<file path="config.mk">
export PLATFORM = sky130hd
export DESIGN_NAME = king_bucket_feature_indexer
export DESIGN_NICKNAME = d
export VERILOG_FILES = /design/src/hw/rtl/kbfi_pkg.sv /design/src/hw/rtl/kbfi_feature_unit.sv /design/src/hw/rtl/king_bucket_feature_indexer.sv
export SDC_FILE = /design/constraint.sdc
export NUM_CORES = 1
export LEC_CHECK = 0
export CORE_MARGIN = 3
export CORE_UTILIZATION = 40
export DETAILED_ROUTE_END_ITERATION = 7
export DONT_BUFFER_PORTS = 1
export PLACE_DENSITY = 0.53
export SKIP_CTS_REPAIR_TIMING = 1
export SLEW_MARGIN = 20
export SYNTH_ARGS = -nofsm -noshare
export SYNTH_HDL_FRONTEND = slang
export SYNTH_SLANG_ARGS = --single-unit
</file>
<file path="constraint.sdc">
create_clock -name clk -period 11 [get_ports clk]
set_input_delay 2.2 -clock clk [delete_from_list [all_inputs] [get_ports clk]]
set_output_delay 2.2 -clock clk [all_outputs]
set_load 0.02 [all_outputs]
</file>
<file path="src/hw/rtl/kbfi_pkg.sv">
// Shared types, constants and the king view setup for the king bucket feature indexer.
package kbfi_pkg;

    localparam int unsigned SQ_W      = 6;
    localparam int unsigned BUCKET_W  = 3;
    localparam int unsigned FEATURE_W = 13;
    localparam int unsigned NIBBLE_W  = 4;
    localparam int unsigned SQUARES   = 64;

    localparam logic [SQ_W-1:0]      FLIP_V        = 6'd56;
    localparam logic [SQ_W-1:0]      FLIP_H        = 6'd7;
    localparam logic [FEATURE_W-1:0] BUCKET_STRIDE = 13'd768;
    localparam logic [FEATURE_W-1:0] COLOUR_STRIDE = 13'd384;
    localparam logic [FEATURE_W-1:0] TYPE_STRIDE   = 13'd64;

    // one perspective: its colour, king bucket and horizontal mirror
    typedef struct packed {
        logic                black;
        logic [BUCKET_W-1:0] bucket;
        logic                mirror;
    } view_t;

    typedef enum logic [1:0] {
        ST_IDLE = 2'b01,
        ST_SCAN = 2'b10
    } state_t;

    function automatic view_t view_setup(input logic [SQ_W-1:0] ksq, input logic black);
        logic [SQ_W-1:0] k;
        view_t           v;
        k        = black ? (ksq ^ FLIP_V) : ksq;
        v.black  = black;
        v.mirror = k[2];
        // the file mirror leaves the rank alone
        v.bucket = k[5:3];
        return v;
    endfunction

endpackage

</file>
<file path="src/hw/rtl/kbfi_feature_unit.sv">
// Feature index of one occupied square from one perspective.
module kbfi_feature_unit
(
    input  kbfi_pkg::view_t                   view,
    input  logic [kbfi_pkg::SQ_W-1:0]         square,
    input  logic [kbfi_pkg::NIBBLE_W-1:0]     piece,
    output logic [kbfi_pkg::FEATURE_W-1:0]    feature
);

    logic                          rel;
    logic [kbfi_pkg::SQ_W-1:0]     psq;
    logic [kbfi_pkg::SQ_W-1:0]     msq;
    logic [kbfi_pkg::FEATURE_W-1:0] bucket_off;
    logic [kbfi_pkg::FEATURE_W-1:0] colour_off;
    logic [kbfi_pkg::FEATURE_W-1:0] type_off;

    always_comb
    begin
        rel        = piece[3] != view.black;
        psq        = view.black ? (square ^ kbfi_pkg::FLIP_V) : square;
        msq        = view.mirror ? (psq ^ kbfi_pkg::FLIP_H) : psq;
        bucket_off = kbfi_pkg::FEATURE_W'(view.bucket) * kbfi_pkg::BUCKET_STRIDE;
        colour_off = rel ? kbfi_pkg::COLOUR_STRIDE : '0;
        type_off   = kbfi_pkg::FEATURE_W'(piece[2:0]) * kbfi_pkg::TYPE_STRIDE;
        feature    = bucket_off + colour_off + type_off + kbfi_pkg::FEATURE_W'(msq);
    end

endmodule

</file>
<file path="src/hw/rtl/king_bucket_feature_indexer.sv">
// Top level: takes a position and streams one feature pair per occupied square.
//
// Input channel (in_valid / in_stall): one word is a whole position, the side
// to move, both king squares, the occupancy bitboard and four words of piece
// nibbles. in_stall is high while a position is being scanned.
// Output channel (out_valid / out_stall): one word per occupied square in
// ascending square order, carrying both feature indices; last_piece marks
// the highest occupied square. An empty board gives no words.
// Timing: the position is first loaded into the scan registers, and each word
// is then registered into the output register. The scan unit finds the lowest
// remaining occupied square with a single isolate-and-clear step each cycle
// while the output register is free; in_stall stays high until the last
// occupied square has been loaded into the output register.
// The next position is taken while the final word may still sit unread.
// When the receiver stalls the output register holds and the scan waits.
// Reset (rst_n low, asynchronous) returns the sequencer to idle and empties
// the output register; no word in flight survives it.
module king_bucket_feature_indexer
(
    input  logic        clk,
    input  logic        rst_n,
    input  logic        in_valid,
    output logic        in_stall,
    input  logic        black_to_move,
    input  logic [5:0]  mover_king_square,
    input  logic [5:0]  other_king_square,
    input  logic [63:0] occupied_squares,
    input  logic [63:0] piece_codes_0_15,
    input  logic [63:0] piece_codes_16_31,
    input  logic [63:0] piece_codes_32_47,
    input  logic [63:0] piece_codes_48_63,
    output logic        out_valid,
    input  logic        out_stall,
    output logic [12:0] mover_feature,
    output logic [12:0] other_feature,
    output logic        last_piece
);

    localparam int unsigned PIECE_BITS = kbfi_pkg::SQUARES * kbfi_pkg::NIBBLE_W;

    kbfi_pkg::state_t state_reg, state_next;
    logic [kbfi_pkg::SQUARES-1:0] rem_reg, rem_next;
    logic [PIECE_BITS-1:0]        pieces_reg;
    kbfi_pkg::view_t              mover_view_reg;
    kbfi_pkg::view_t              other_view_reg;

    logic                         out_valid_reg;
    logic [kbfi_pkg::FEATURE_W-1:0] mover_feature_reg;
    logic [kbfi_pkg::FEATURE_W-1:0] other_feature_reg;
    logic                         last_piece_reg;

    logic                         in_accept;
    logic                         out_free;
    logic                         load;
    logic [kbfi_pkg::SQUARES-1:0] low_oh;
    logic [kbfi_pkg::SQUARES-1:0] rem_cleared;
    logic [kbfi_pkg::SQ_W-1:0]    cur_sq;
    logic [kbfi_pkg::NIBBLE_W-1:0] cur_piece;
    logic [kbfi_pkg::FEATURE_W-1:0] mover_feature_calc;
    logic [kbfi_pkg::FEATURE_W-1:0] other_feature_calc;

    assign in_stall  = state_reg != kbfi_pkg::ST_IDLE;
    assign in_accept = in_valid && !in_stall;
    assign out_free  = !out_valid_reg || !out_stall;

    // isolate the lowest remaining occupied square
    assign low_oh      = rem_reg & (~rem_reg + 64'd1);
    assign rem_cleared = rem_reg & ~low_oh;

    always_comb
    begin
        cur_sq = '0;
        for (int i = 0; i < kbfi_pkg::SQUARES; i++)
        begin
            if (low_oh[i])
            begin
                cur_sq = cur_sq | kbfi_pkg::SQ_W'(i);
            end
        end
    end

    assign cur_piece = pieces_reg[{cur_sq, 2'b00} +: kbfi_pkg::NIBBLE_W];

    kbfi_feature_unit u_mover_feature
    (
        .view    (mover_view_reg),
        .square  (cur_sq),
        .piece   (cur_piece),
        .feature (mover_feature_calc)
    );

    kbfi_feature_unit u_other_feature
    (
        .view    (other_view_reg),
        .square  (cur_sq),
        .piece   (cur_piece),
        .feature (other_feature_calc)
    );

    always_comb
    begin
        state_next = state_reg;
        rem_next   = rem_reg;
        load       = 1'b0;
        case (state_reg)
            kbfi_pkg::ST_IDLE:
            begin
                if (in_valid && occupied_squares != '0)
                begin
                    state_next = kbfi_pkg::ST_SCAN;
                    rem_next   = occupied_squares;
                end
            end
            kbfi_pkg::ST_SCAN:
            begin
                if (out_free)
                begin
                    load     = 1'b1;
                    rem_next = rem_cleared;
                    if (rem_cleared == '0)
                    begin
                        state_next = kbfi_pkg::ST_IDLE;
                    end
                end
            end
            default:
            begin
                state_next = kbfi_pkg::ST_IDLE;
                rem_next   = '0;
            end
        endcase
    end

    always_ff @(posedge clk or negedge rst_n)
    begin
        if (!rst_n)
        begin
            state_reg     <= kbfi_pkg::ST_IDLE;
            rem_reg       <= '0;
            out_valid_reg <= 1'b0;
        end
        else
        begin
            state_reg <= state_next;
            rem_reg   <= rem_next;
            if (load)
            begin
                out_valid_reg <= 1'b1;
            end
            else if (!out_stall)
            begin
                out_valid_reg <= 1'b0;
            end
        end
    end

    always_ff @(posedge clk)
    begin
        if (in_accept)
        begin
            pieces_reg     <= {piece_codes_48_63, piece_codes_32_47,
                               piece_codes_16_31, piece_codes_0_15};
            mover_view_reg <= kbfi_pkg::view_setup(mover_king_square, black_to_move);
            other_view_reg <= kbfi_pkg::view_setup(other_king_square, !black_to_move);
        end
        if (load)
        begin
            mover_feature_reg <= mover_feature_calc;
            other_feature_reg <= other_feature_calc;
            last_piece_reg    <= rem_cleared == '0;
        end
    end

    assign out_valid     = out_valid_reg;
    assign mover_feature = mover_feature_reg;
    assign other_feature = other_feature_reg;
    assign last_piece    = last_piece_reg;

    a_scan_has_work: assert property (@(posedge clk) disable iff (!rst_n)
        state_reg == kbfi_pkg::ST_SCAN |-> rem_reg != '0)
        else $error("scanning with no occupied squares left");

    a_accept_loads_scan: assert property (@(posedge clk) disable iff (!rst_n)
        in_accept && occupied_squares != '0
        |=> state_reg == kbfi_pkg::ST_SCAN && rem_reg == $past(occupied_squares))
        else $error("position not loaded into the scan");

    a_empty_board_idle: assert property (@(posedge clk) disable iff (!rst_n)
        in_accept && occupied_squares == '0 |=> state_reg == kbfi_pkg::ST_IDLE)
        else $error("empty board left the sequencer busy");

    a_last_ends_scan: assert property (@(posedge clk) disable iff (!rst_n)
        load && rem_cleared == '0
        |=> state_reg == kbfi_pkg::ST_IDLE && out_valid_reg && last_piece_reg)
        else $error("final word did not end the scan");

    a_load_only_when_free: assert property (@(posedge clk) disable iff (!rst_n)
        load |-> state_reg == kbfi_pkg::ST_SCAN && out_free)
        else $error("output register overwritten while stalled");

endmodule
</file>
Word level (Yosys, flattened, before mapping)
Index checks and enable logic that the tools add are counted.
- bits in registers: 360
- output and inout port bits: 29
- word-level logic and storage cells: 142
- add/subtract/negate cells: 7
- $mul: 2
- equal/unequal tests: 9
- shifts and indexed selects: 1
- multiplexer cells: 90
- bitwise gates (word level): 9
- reduce and logical (&&, ||, !) cells: 11
- operator list (cell ; count):
    2-to-1 mux 64 bit ; 4
    indexed part select 256 x 9 -> 4 bit ; 1
    2-to-1 mux 6 bit ; 36
    bitwise AND 64 bit ; 2
    inverter 64 bit ; 2
    case mux 64 bit (2 select lines) ; 1
    2-to-1 mux 5 bit ; 16
    adder 64 x 1 -> 64 bit (second input constant) ; 1
    logical NOT 64 bit ; 1
    nonzero test 64 bit ; 1
    2-to-1 mux 4 bit ; 8
    adder 13 bit ; 2
    adder 13 x 6 -> 13 bit ; 2
    adder 13 x 9 -> 13 bit ; 2
    2-to-1 mux 2 bit ; 9
    2-to-1 mux 3 bit ; 6
    2-to-1 mux 9 bit ; 2
    inverter 3 bit ; 5
    multiplier 3 x 2 -> 5 bit (second input constant) ; 2
    2-to-1 mux 1 bit ; 7
    inequality test 2 bit (second input constant) ; 3
    logical NOT 1 bit ; 4
    inequality test 2 x 1 -> 1 bit (second input constant) ; 2
    case mux 2 bit (2 select lines) ; 1
    other kinds (7) ; 9

Depth between registers and ports, before layout
Gate-level depths: netlist of the first run.
- word-level depth: 72
- gate-level depth with buffers: 27
- gate-level depth less buffers: 19

Hierarchy
From an unflattened synthesis of the first run, not the netlist that was laid out.
- cells, all modules: 1414
- area, all modules: 18074.8 um^2
- by module, submodules not included (module ; times used ; cells each ; area each (um^2) ; seq. area each (um^2)):
    king_bucket_feature_indexer ; 1 ; 1354 ; 17501.8 ; 10476.3
    kbfi_feature_unit ; 2 ; 30 ; 286.5 ; 0.0

Least setup slack after synthesis of the first run
OpenSTA, ideal clock, no wires.
- kind: input to register
- start: input port in_valid
- end: register mover_view_reg[0] (netlist name), enable pin
- library setup time: 659 ps
- arrival: 8170 ps
- data required time: 10341 ps
- setup slack: 2171 ps
- stages: 1
- buffers on the path: 0
- path through: and2_1
- cells in the longest elaborated chain, start to end: 1
- ends and longest elaborated chain (element ; RTL line ; source):
    start: declaration ; king_bucket_feature_indexer.sv:22 ; input logic in_valid,
    logical AND 1 bit ; king_bucket_feature_indexer.sv:63 ; assign in_accept = in_valid && !in_stall;
    end signal: assignment ; king_bucket_feature_indexer.sv:163 ; mover_view_reg <= kbfi_pkg::view_setup(mover_king_square, black_to_move);
    end: declaration ; king_bucket_feature_indexer.sv:44 ; kbfi_pkg::view_t mover_view_reg;
Every way passes these cells.
A chain may end at the register's enable or synchronous reset.

Final worst setup path of the first run
- start: register rem_reg[30] (netlist name)
- end: register other_feature_reg (netlist bit other_feature[12]) (data pin)
- cells in the longest elaborated chain, start to end: 43
- elaborated cells on any way between the ends: 47
- those cells by class: add/sub (4); eq/ne (1); shift (1); mux (37); bitwise (4)
- ends and longest elaborated chain (element ; RTL line ; source):
    start: declaration ; king_bucket_feature_indexer.sv:42 ; logic [kbfi_pkg::SQUARES-1:0] rem_reg, rem_next;
    start signal: assignment ; king_bucket_feature_indexer.sv:145 ; rem_reg <= rem_next;
    inverter 64 bit ; king_bucket_feature_indexer.sv:67 ; assign low_oh = rem_reg & (~rem_reg + 64'd1);
    adder 64 x 1 -> 64 bit ; king_bucket_feature_indexer.sv:67 ;
    bitwise AND 64 bit * ; king_bucket_feature_indexer.sv:67 ;
    2-to-1 mux 5 bit (2 in a row) ; king_bucket_feature_indexer.sv:75 ; if (low_oh[i])
    2-to-1 mux 6 bit (31 in a row) ; king_bucket_feature_indexer.sv:75 ;
    2-to-1 mux 6 bit * ; king_bucket_feature_indexer.sv:75 ;
    indexed part select 256 x 9 -> 4 bit ; king_bucket_feature_indexer.sv:82 ; assign cur_piece = pieces_reg[{cur_sq, 2'b00} +: kbfi_pkg::NIBBLE_W];
    inequality test 1 bit ; kbfi_feature_unit.sv:19 ; rel = piece[3] != view.black;
    2-to-1 mux 9 bit ; kbfi_feature_unit.sv:23 ; colour_off = rel ? kbfi_pkg::COLOUR_STRIDE : '0;
    adder 13 bit ; kbfi_feature_unit.sv:25 ; feature = bucket_off + colour_off + type_off + kbfi_pkg::FEATURE_W'(msq);
    adder 13 x 9 -> 13 bit ; kbfi_feature_unit.sv:25 ;
    adder 13 x 6 -> 13 bit * ; kbfi_feature_unit.sv:25 ;
    named net other_feature_calc, one bit ; king_bucket_feature_indexer.sv:60 ; logic [kbfi_pkg::FEATURE_W-1:0] other_feature_calc;
    end signal: assignment ; king_bucket_feature_indexer.sv:169 ; other_feature_reg <= other_feature_calc;
    end: declaration ; king_bucket_feature_indexer.sv:49 ; logic [kbfi_pkg::FEATURE_W-1:0] other_feature_reg;
Mark *: on every way through the listed nets, which the timed path passes. The rest lies on a longest branch.

==> impl_metrics.env, run 1 <==
export IMPL_final_hold_viol_count=0
export IMPL_io_buffer_count=0
export IMPL_tritoncts_clock_tree="yes"
export IMPL_f_max_ghz=0.1331
export IMPL_max_slew_worst_pin_slew_ns=0.9847
export IMPL_fin_setup_tns_ns=0
export IMPL_syn_mean_instance_area_um2=11.26
export IMPL_maxSlewHeadroom_pct=32.66
export IMPL_maximum_clock_insertion_buffer_count=3
export IMPL_grt_antenna_before_repair=24
export IMPL_post_synth_instance_area_um2=17710
export IMPL_vias=13030
export IMPL_dp_final_hpwl_um=43260
export IMPL_critPathArrivalTime_ns=7.82
export IMPL_die_height_um=216.4
export IMPL_yosys_top_cells_area="edfxtp_1 (50%), dfrtp_1 (9.3%), nand2_1 (6.1%)"
export IMPL_route_detailed_drc=0
export IMPL_worst_clock_skew_ns=0.02106
export IMPL_layout_nets=1881
export IMPL_fraction_of_synthesis_flops_using_an_asynchronous_set_or_reset_pin_pct=18.66
export IMPL_syn_num_nets=1930
export IMPL_most_frequent_standard_cell_in_the_layout_excluding_fill_and_tap_cells="edfxtp_1"
export IMPL_synth_warnings=0
export IMPL_worst_skew_pair_late_latency_ns=0.57
export IMPL_final_min_clock_period_ns=7.515
export IMPL_die_x_um=216.4
export IMPL_placer_congestion_estimate=0.8887
export IMPL_timing_final_max_slew_violations=0
export IMPL_ioPinCount=366
export IMPL_starting_density_pct=40.84
export IMPL_fill_cells=4070
export IMPL_detail_route_wl_per_cell_um=27.73
export IMPL_cpMaxStageDelayCell="o32ai_2"
export IMPL_synth_top_area_cell="edfxtp_1"
export IMPL_regToRegStartpoint="rem_reg[30]"
export IMPL_ys_seq_area_share_pct=58.99
export IMPL_crit_start="rem_reg[30]"
export IMPL_root_buf_cell="clkbuf_16"
export IMPL_cts_clk_slew_worst_paths_ns=0.06
export IMPL_critical_path_class="reg2reg"
export IMPL_synth_top_area_share_pct=49.51
export IMPL_floorplan_rows=76
export IMPL_critPathMaxStageDelay_ns=0.86
export IMPL_end_kind="flip-flop"
export IMPL_kind_of_start_point_of_the_critical_path="flip-flop"
export IMPL_tritoncts_num_sinks=359
export IMPL_rsz_0062_raised_after_global_routing="false"
export IMPL_yosys_register_bits=359
export IMPL_number_of_standard_cells_after_synthesis=1573
export IMPL_routed_wirelength_um=59800
export IMPL_outcome="finished clean"
export IMPL_most_common_layout_cells="edfxtp_1 (292), nand2_1 (286), o21ai_0 (83)"
export IMPL_first_global_vias=12810
export IMPL_setup_violations=0
export IMPL_area_growth_syn_to_layout_pct=10.73
export IMPL_drtPass1Iterations=6
export IMPL_cts_bufs_inserted=41
export IMPL_area_inside_the_core_boundary_um2=43360
export IMPL_synth_enable_flop_cells=292
export IMPL_final_antenna_net_count=0
export IMPL_cp_data_required_time_ns=11.31
export IMPL_grt_remaining_overflow=0
export IMPL_detail_route_vias_per_cell=6.045
export IMPL_yosys_cell_types_count=93
export IMPL_worstPathCellList="or4_1, nor4_1, nand3_1, o32ai_2, or4_4, buf_4, nand2_1, a311oi_1, nor3_1, o22a_1, o211a_1, fa_1, inv_1, ha_1, inv_1, fa_1, nor3b_1, xnor2_1"
export IMPL_layout_worst_path_cycle_share_pct=68.32
export IMPL_worst_path_max_fanout=79
export IMPL_leading_register_cell_type_out_of_synthesis="edfxtp_1"
export IMPL_worstPathBufferInverterCount=3
export IMPL_cts_htree_levels=2
export IMPL_drive_above_1_share_pct=8.740
export IMPL_drtIter0Drc=1379
export IMPL_max_cap_viol_count=0
export IMPL_min_path_type="reg2reg"
export IMPL_cpLargestDelayFamily="simple AND/OR/NAND/NOR gates"
export IMPL_number_of_flip_flops_under_the_largest_register_name=256
export IMPL_globalRouteTotalUtil_pct=24.89
export IMPL_start_point_of_the_worst_min_delay_path="state_reg[0]"
export IMPL_largest_net_degree_at_the_start_of_global_routing=174
export IMPL_grt_pass1_wl_um=86580
export IMPL_die_area_um2=46840
Yosys cell counts, types with 10 or more instances:
| cell | count |
|---|---|
| buf_2 | 25 |
| edfxtp_1 | 292 |
| o211ai_1 | 14 |
| mux2_2 | 14 |
| nand2_1 | 286 |
| dfrtp_1 | 66 |
| ha_1 | 14 |
| nor2_1 | 48 |
| a311oi_1 | 24 |
| a21oi_1 | 36 |
| o22ai_1 | 11 |
| o21ai_0 | 83 |
| nor4_1 | 55 |
| mux2i_1 | 23 |
| nor3_1 | 51 |
| nand3_1 | 34 |
| inv_1 | 53 |
| and3_1 | 51 |
| xnor2_1 | 21 |
| clkbuf_1 | 67 |
| or3_1 | 10 |
| or4_1 | 11 |
| a22o_1 | 51 |
| nand4_1 | 37 |
routing by layer:
metal	routed length, µm	track usage [%]
met1	24650	32.67
met2	28260	39.71
met3	5334	7.782
met4	1434	7.682
met5	109	0
metrics by stage:
stage	std cells	hold slack (ns)	utilization (%)	worst slack, ns	instance area, µm²
CTS	2141	0.5093	45.14	3.478	19570
detailed placement	2066	0.5007	41.82	3.483	18130
global placement	2066	0.4859	41.82	3.534	18130
global route	2152	0.5320	45.20	3.149	19600
floorplan	1573	0.4772	-	2.171	17710
finish	2156	0.5072	45.22	3.485	19610
cells by family after synthesis:
group	synth area share (%)
AOI/OAI and AO/OA	13.76
xor gates and xnor gates	1.484
adders and majority gates	1.780
buffers and inverters	3.992
DFF	58.99
muxes	2.190
and+or+nand+nor	17.81
worst register-to-register path, cell delays in order (launching register included):
cell	delay, ns
dfrtp_1	0.54
or4_1	0.64
nor4_1	0.47
nand3_1	0.56
o32ai_2	0.86
or4_4	0.65
buf_4	0.84
nand2_1	0.14
a311oi_1	0.35
nor3_1	0.14
o22a_1	0.27
o211a_1	0.24
fa_1	0.48
inv_1	0.06
ha_1	0.16
inv_1	0.05
fa_1	0.40
nor3b_1	0.31
xnor2_1	0.10
worst paths after layout:
check / to / slack (ns) / cells after the start
setup / recovery: other_feature[12] / 3.49 / 18
hold / removal: state_reg[0] / 0.51 / 2
setup reg to reg: other_feature[12] / 3.49 / 18
hold reg to reg: state_reg[0] / 0.51 / 2
max in group asynchronous: state_reg[0] / 9.49 / 0
min in group asynchronous: rem_reg[17] / 1.33 / 0
area by class of cell:
cell class | instances | area [µm²] | area share [%]
clock buffer | 50 | 1070 | 5.455
timing repair buffer | 16 | 145.1 | 0.7401
multi-input combinational | 1053 | 6610 | 33.71
sequential | 359 | 10450 | 53.27
tap | 585 | 732.0 | 3.733
antenna | 15 | 37.54 | 0.1914
inverter | 53 | 198.9 | 1.014
clock inverter | 25 | 370.4 | 1.889
Power of run 1 is left out: the tool's default activity adds up to more than one toggle a clock period on the data nets, which glitch-free logic cannot reach.
==> run 2, diff against run 1 <==
Settings changed: ABC_AREA from default to 1.
Clock period 11 ns to 7.2 ns, I/O delays scaled along.
==> run 2 against run 1 <==
Against the previous run: first-iteration DRC count fell by 9.4%; setup slack got worse by 2.4 ns; die area rose by 3.8%; clock skew rose by 0.0092 ns; area after synthesis rose by 3.9%; hold slack improved by 0.012 ns; count of clock-buffer cells in the layout rose by 5; largest cell class unchanged.
==> impl_metrics.env, run 2 <==
export IMPL_outcome="finished clean"
export IMPL_die_area_um2=48590
export IMPL_critical_path_class="reg2reg"
export IMPL_number_of_standard_cells_after_synthesis=1955
export IMPL_maxSlewHeadroom_pct=30.75
export IMPL_layout_area_seq_um2=10450
export IMPL_grt_pass1_wl_um=82560
export IMPL_layout_nets=2295
export IMPL_worstSetupPathDepth=29
export IMPL_final_hold_viol_count=0
export IMPL_worst_clock_skew_ns=0.03023
export IMPL_f_max_ghz=0.1647
export IMPL_dp_final_hpwl_um=40750
export IMPL_cts_htree_levels=2
export IMPL_setup_reg_to_reg_worst_slack_ns=1.13
export IMPL_die_height_um=220.4
export IMPL_post_synth_instance_area_um2=18390
export IMPL_first_global_vias=13200
export IMPL_fin_setup_tns_ns=0
export IMPL_detail_route_vias_per_cell=5.267
export IMPL_synth_warnings=0
export IMPL_ys_seq_area_share_pct=56.79
export IMPL_yosys_cell_types_count=54
export IMPL_syn_num_nets=2312
export IMPL_worstPathBufferInverterCount=6
export IMPL_most_frequent_standard_cell_in_the_layout_excluding_fill_and_tap_cells="nand2_1"
export IMPL_largest_net_degree_at_the_start_of_global_routing=165
export IMPL_synth_top_area_cell="edfxtp_1"
export IMPL_leading_register_cell_type_out_of_synthesis="edfxtp_1"
export IMPL_cpLargestDelayFamily="simple AND/OR/NAND/NOR gates"
export IMPL_vias=13590
export IMPL_fill_cells=4383
export IMPL_synth_enable_flop_cells=292
export IMPL_max_slew_worst_pin_slew_ns=1.039
export IMPL_cts_clk_slew_worst_paths_ns=0.06
export IMPL_rsz_0062_raised_after_global_routing="false"
export IMPL_root_buf_cell="clkbuf_16"
export IMPL_regToRegStartpoint="rem_reg[4]"
export IMPL_syn_mean_instance_area_um2=9.409
export IMPL_last_element_of_the_critical_path="other_feature[12]"
export IMPL_kind_of_start_point_of_the_critical_path="flip-flop"
export IMPL_ioPinCount=366
export IMPL_area_growth_syn_to_layout_pct=9.843
export IMPL_cts_bufs_inserted=42
export IMPL_setup_violations=0
export IMPL_max_cap_viol_count=0
export IMPL_synth_cells_most_frequent="nand2_1 (482), edfxtp_1 (292), inv_1 (237)"
export IMPL_critPathArrivalTime_ns=6.39
export IMPL_final_min_clock_period_ns=6.070
export IMPL_drive_above_1_share_pct=8.985
export IMPL_detail_route_wl_per_cell_um=21.77
export IMPL_floorplan_rows=77
export IMPL_final_antenna_net_count=0
export IMPL_worst_path_max_fanout=60
export IMPL_die_x_um=220.4
export IMPL_globalRouteTotalUtil_pct=22.74
export IMPL_routed_wirelength_um=56190
export IMPL_synth_top_area_share_pct=47.67
export IMPL_min_path_type="reg2reg"
export IMPL_yosys_top_cells_area="edfxtp_1 (48%), nand2_1 (9.8%), dfrtp_1 (9.0%)"
export IMPL_drtPass1Iterations=7
export IMPL_number_of_flip_flops_under_the_largest_register_name=256
export IMPL_yosys_cell_count_top_type="nand2_1"
export IMPL_timing_final_max_slew_violations=0
export IMPL_io_buffer_count=0
export IMPL_most_common_layout_cells="nand2_1 (482), edfxtp_1 (292), inv_1 (235)"
export IMPL_yosys_register_bits=359
export IMPL_area_inside_the_core_boundary_um2=44800
export IMPL_layout_worst_path_cycle_share_pct=84.30
export IMPL_tritoncts_num_sinks=359
export IMPL_r2r_worst_path_cells=29
export IMPL_critPathMaxStageDelay_ns=0.72
export IMPL_end_kind="flip-flop"
export IMPL_grt_remaining_overflow=0
export IMPL_cpMaxStageDelayCell="inv_4"
export IMPL_grt_antenna_before_repair=34
export IMPL_worst_skew_pair_late_latency_ns=0.59
export IMPL_total_area_of_multi_input_combinational_cells_um2=6499
export IMPL_maximum_clock_insertion_buffer_count=3
export IMPL_starting_density_pct=41.06
export IMPL_critical_path_reg2reg_endpoint="other_feature[12]"
export IMPL_placer_congestion_estimate=0.9298
export IMPL_drtIter0Drc=1250
export IMPL_crit_start="rem_reg[4]"
export IMPL_tritoncts_clock_tree="yes"
export IMPL_route_detailed_drc=0
export IMPL_start_point_of_the_worst_min_delay_path="state_reg[0]"
export IMPL_cp_data_required_time_ns=7.52
export IMPL_fraction_of_synthesis_flops_using_an_asynchronous_set_or_reset_pin_pct=18.66
## run 2: layout make-up
class,instances,area share (%)
sequential,359,51.70
multi-input combinational,1268,32.16
clock buffer,55,5.592
inverter,250,4.675
tap,592,3.666
clock inverter,21,1.208
timing repair buffer,17,0.7555
antenna,19,0.2353
## run 2: how the worst min path moves through the flow
stage	to	slack [ns]	cells after the start
2_1_floorplan	state_reg[1]	0.48	2
6_report	state_reg[0]	0.52	2
4_1_cts	rem_reg[47]	0.52	0
3_5_place_dp	state_reg[0]	0.51	2
5_1_grt	rem_reg[53]	0.52	0
3_3_place_gp	state_reg[0]	0.49	2
## run 2: logic make-up (layout without fill, tap and decap cells)
kind of cell	Yosys count	after routing	share of synthesized area (%)
other	0	19	0
buffers and inverters	328	343	7.959
XOR/XNOR	26	26	1.238
AND/OR/NAND/NOR	982	982	24.85
flip-flops	359	359	56.79
adder cells (fa/ha/maj)	20	20	1.605
AO/OA/AOI/OAI	240	240	7.557
## run 2: layer usage
layer	GRT usage, %	wire length (µm)
met1	29.62	23450
met2	36.26	26410
met3	8.130	4972
met4	5.903	1202
met5	0	152
## run 2: stage by stage
step | util (%) | cell area, µm² | std cells | setup WS [ns] | hold slack, ns
CTS | 44.99 | 20160 | 2562 | 1.054 | 0.5155
global route | 45.04 | 20180 | 2570 | 0.7050 | 0.5206
finish | 45.10 | 20200 | 2581 | 1.130 | 0.5187
detailed placement | 41.93 | 18780 | 2486 | 1.044 | 0.5069
global placement | 41.93 | 18780 | 2486 | 1.084 | 0.4915
floorplan | - | 18400 | 1955 | 1.308 | 0.4782
## run 2: worst register-to-register path: cells and delay by family, from the launching register on
family / cells / cell delay, ns
buffers and inverters: 6 / 1.62
AND/OR/NAND/NOR: 17 / 2.35
AO/OA/AOI/OAI: 2 / 0.20
XOR/XNOR: 1 / 0.14
adder cells (fa/ha/maj): 3 / 1.02
flip-flops: 1 / 0.52
Power of run 2 is left out for the same reason.
==> run 3, diff against run 2 <==
Clock period 7.2 ns to 6 ns, I/O delays scaled along.
==> run 3 against run 2 <==
Against the previous run: global-route usage down 0.27 points; non-clock buffer count increased by 9; critical path depth down 2; fmax increased by 9.6%; hold slack lost 0.21 ns; setup slack worse by 0.67 ns; sequential cell count unchanged; critical endpoint unchanged.
==> impl_metrics.env, run 3 (synthesis results as in run 2) <==
export IMPL_route_detailed_drc=0
export IMPL_ioPinCount=366
export IMPL_final_min_clock_period_ns=5.539
export IMPL_grt_pass1_wl_um=81890
export IMPL_number_of_flip_flops_under_the_largest_register_name=256
export IMPL_detail_route_vias_per_cell=5.327
export IMPL_outcome="finished clean"
export IMPL_fin_setup_tns_ns=0
export IMPL_met3_wirelength_um=5264
export IMPL_tritoncts_num_sinks=359
export IMPL_drtIter0Drc=1296
export IMPL_regToRegStartpoint="rem_reg[22]"
export IMPL_maxSlewHeadroom_pct=32.31
export IMPL_rsz_0062_raised_after_global_routing="false"
export IMPL_final_core_utilization_pct=45.13
export IMPL_io_buffer_count=0
export IMPL_die_area_um2=48590
export IMPL_kind_of_start_point_of_the_critical_path="flip-flop"
export IMPL_worst_skew_pair_late_latency_ns=0.58
export IMPL_min_path_type="in2async"
export IMPL_largest_net_degree_at_the_start_of_global_routing=113
export IMPL_critical_path_reg2reg_endpoint="other_feature[12]"
export IMPL_routed_wirelength_um=55900
export IMPL_area_inside_the_core_boundary_um2=44800
export IMPL_most_common_layout_cells="nand2_1 (482), edfxtp_1 (292), inv_1 (235)"
export IMPL_max_slew_worst_pin_slew_ns=1.014
export IMPL_placed_cells_incl_taps=2495
export IMPL_final_antenna_net_count=0
export IMPL_vias=13800
export IMPL_setup_violations=0
export IMPL_tritoncts_clock_tree="yes"
export IMPL_worst_path_max_fanout=19
export IMPL_routed_wl_met2_um=25920
export IMPL_cp_data_required_time_ns=6.30
export IMPL_layout_worst_path_cycle_share_pct=92.31
export IMPL_starting_density_pct=41.06
export IMPL_worst_clock_skew_ns=0.02983
export IMPL_stdcell_count=2590
export IMPL_grt_remaining_overflow=0
export IMPL_die_height_um=220.4
export IMPL_placer_congestion_estimate=0.9066
export IMPL_layout_nets=2303
export IMPL_grt_antenna_before_repair=37
export IMPL_fill_cells=4373
export IMPL_root_buf_cell="clkbuf_16"
export IMPL_drive_above_1_share_pct=9.072
export IMPL_die_x_um=220.4
export IMPL_max_cap_viol_count=0
export IMPL_last_element_of_the_critical_path="other_feature[12]"
export IMPL_floorplan_rows=77
export IMPL_setup_reg_to_reg_worst_slack_ns=0.46
export IMPL_critPathArrivalTime_ns=5.84
export IMPL_route_top_layer_used="met5"
export IMPL_f_max_ghz=0.1805
export IMPL_detail_route_wl_per_cell_um=21.58
export IMPL_maximum_clock_insertion_buffer_count=3
export IMPL_end_kind="flip-flop"
export IMPL_timing_final_max_slew_violations=0
export IMPL_cts_htree_levels=2
export IMPL_cts_clk_slew_worst_paths_ns=0.06
export IMPL_drtPass1Iterations=7
export IMPL_most_frequent_standard_cell_in_the_layout_excluding_fill_and_tap_cells="nand2_1"
export IMPL_dp_final_hpwl_um=40920
export IMPL_area_growth_syn_to_layout_pct=9.917
export IMPL_cts_bufs_inserted=41
export IMPL_critical_path_class="reg2reg"
export IMPL_r2r_worst_path_cells=27
export IMPL_final_hold_viol_count=0
export IMPL_first_global_vias=13350
export IMPL_globalRouteTotalUtil_pct=22.47
export IMPL_crit_start="rem_reg[22]"
export IMPL_met1_length_um=23060
-- run 3: worst min path at each step --
stage | slack, ns | startpoint | to | depth (start not counted)
2_1_floorplan | 0.48 | state_reg[1] | state_reg[1] | 2
3_3_place_gp | 0.49 | state_reg[0] | state_reg[0] | 2
3_5_place_dp | 0.50 | state_reg[0] | state_reg[0] | 2
4_1_cts | 0.27 | rst_n | rem_reg[4] | 0
5_1_grt | 0.28 | rst_n | rem_reg[4] | 0
6_report | 0.31 | rst_n | rem_reg[4] | 0
-- run 3: metrics by stage --
stage               cell area (µm²)  worst slack, ns  hold slack (ns)
global placement              18880           0.5573           0.4940
finish                        20220           0.4612           0.3107
floorplan                     18400           0.3479           0.4782
global route                  20190           0.1029           0.2770
CTS                           20160           0.5071           0.2742
detailed placement            18880           0.5445           0.5000
-- run 3: critical path, cell delays in order (launching register included) --
cell	delay [ns]
dfrtp_1	0.48
nor2_1	0.11
nand3_1	0.10
nor2_1	0.05
nand2_1	0.19
nor2_4	0.08
nand2_1	0.15
nor2_1	0.10
inv_1	0.06
nand4_1	0.18
nor3_1	0.34
nand4_2	0.72
buf_4	0.45
a21oi_1	0.12
o31ai_1	0.10
nand3_1	0.10
nand3_1	0.07
nand3_1	0.09
nand2_1	0.14
inv_1	0.16
fa_1	0.42
inv_1	0.07
ha_1	0.16
inv_1	0.05
fa_1	0.41
nor2_1	0.13
nand2_1	0.07
xor2_1	0.14
-- run 3: area by class of cell --
| type | instances | area [µm²] | share of cell area (%) |
|---|---|---|---|
| Clock buffer | 50 | 1060 | 5.242 |
| Tap cell | 592 | 740.7 | 3.664 |
| Multi-Input combinational cell | 1268 | 6499 | 32.14 |
| Inverter | 250 | 944.7 | 4.672 |
| Sequential cell | 359 | 10450 | 51.67 |
| Antenna cell | 25 | 62.56 | 0.3094 |
| Clock inverter | 20 | 220.2 | 1.089 |
| Timing Repair Buffer | 26 | 245.2 | 1.213 |
-- run 3: routing by layer --
| layer | vias to the layer above | GRT usage (%) |
|---|---|---|
| met2 | 540 | 35.23 |
| met3 | 103 | 7.759 |
| met5 | - | 0 |
| met1 | 6509 | 29.30 |
| met4 | 30 | 7.405 |
| li1 | 6615 | - |
Power of run 3 is left out for the same reason.
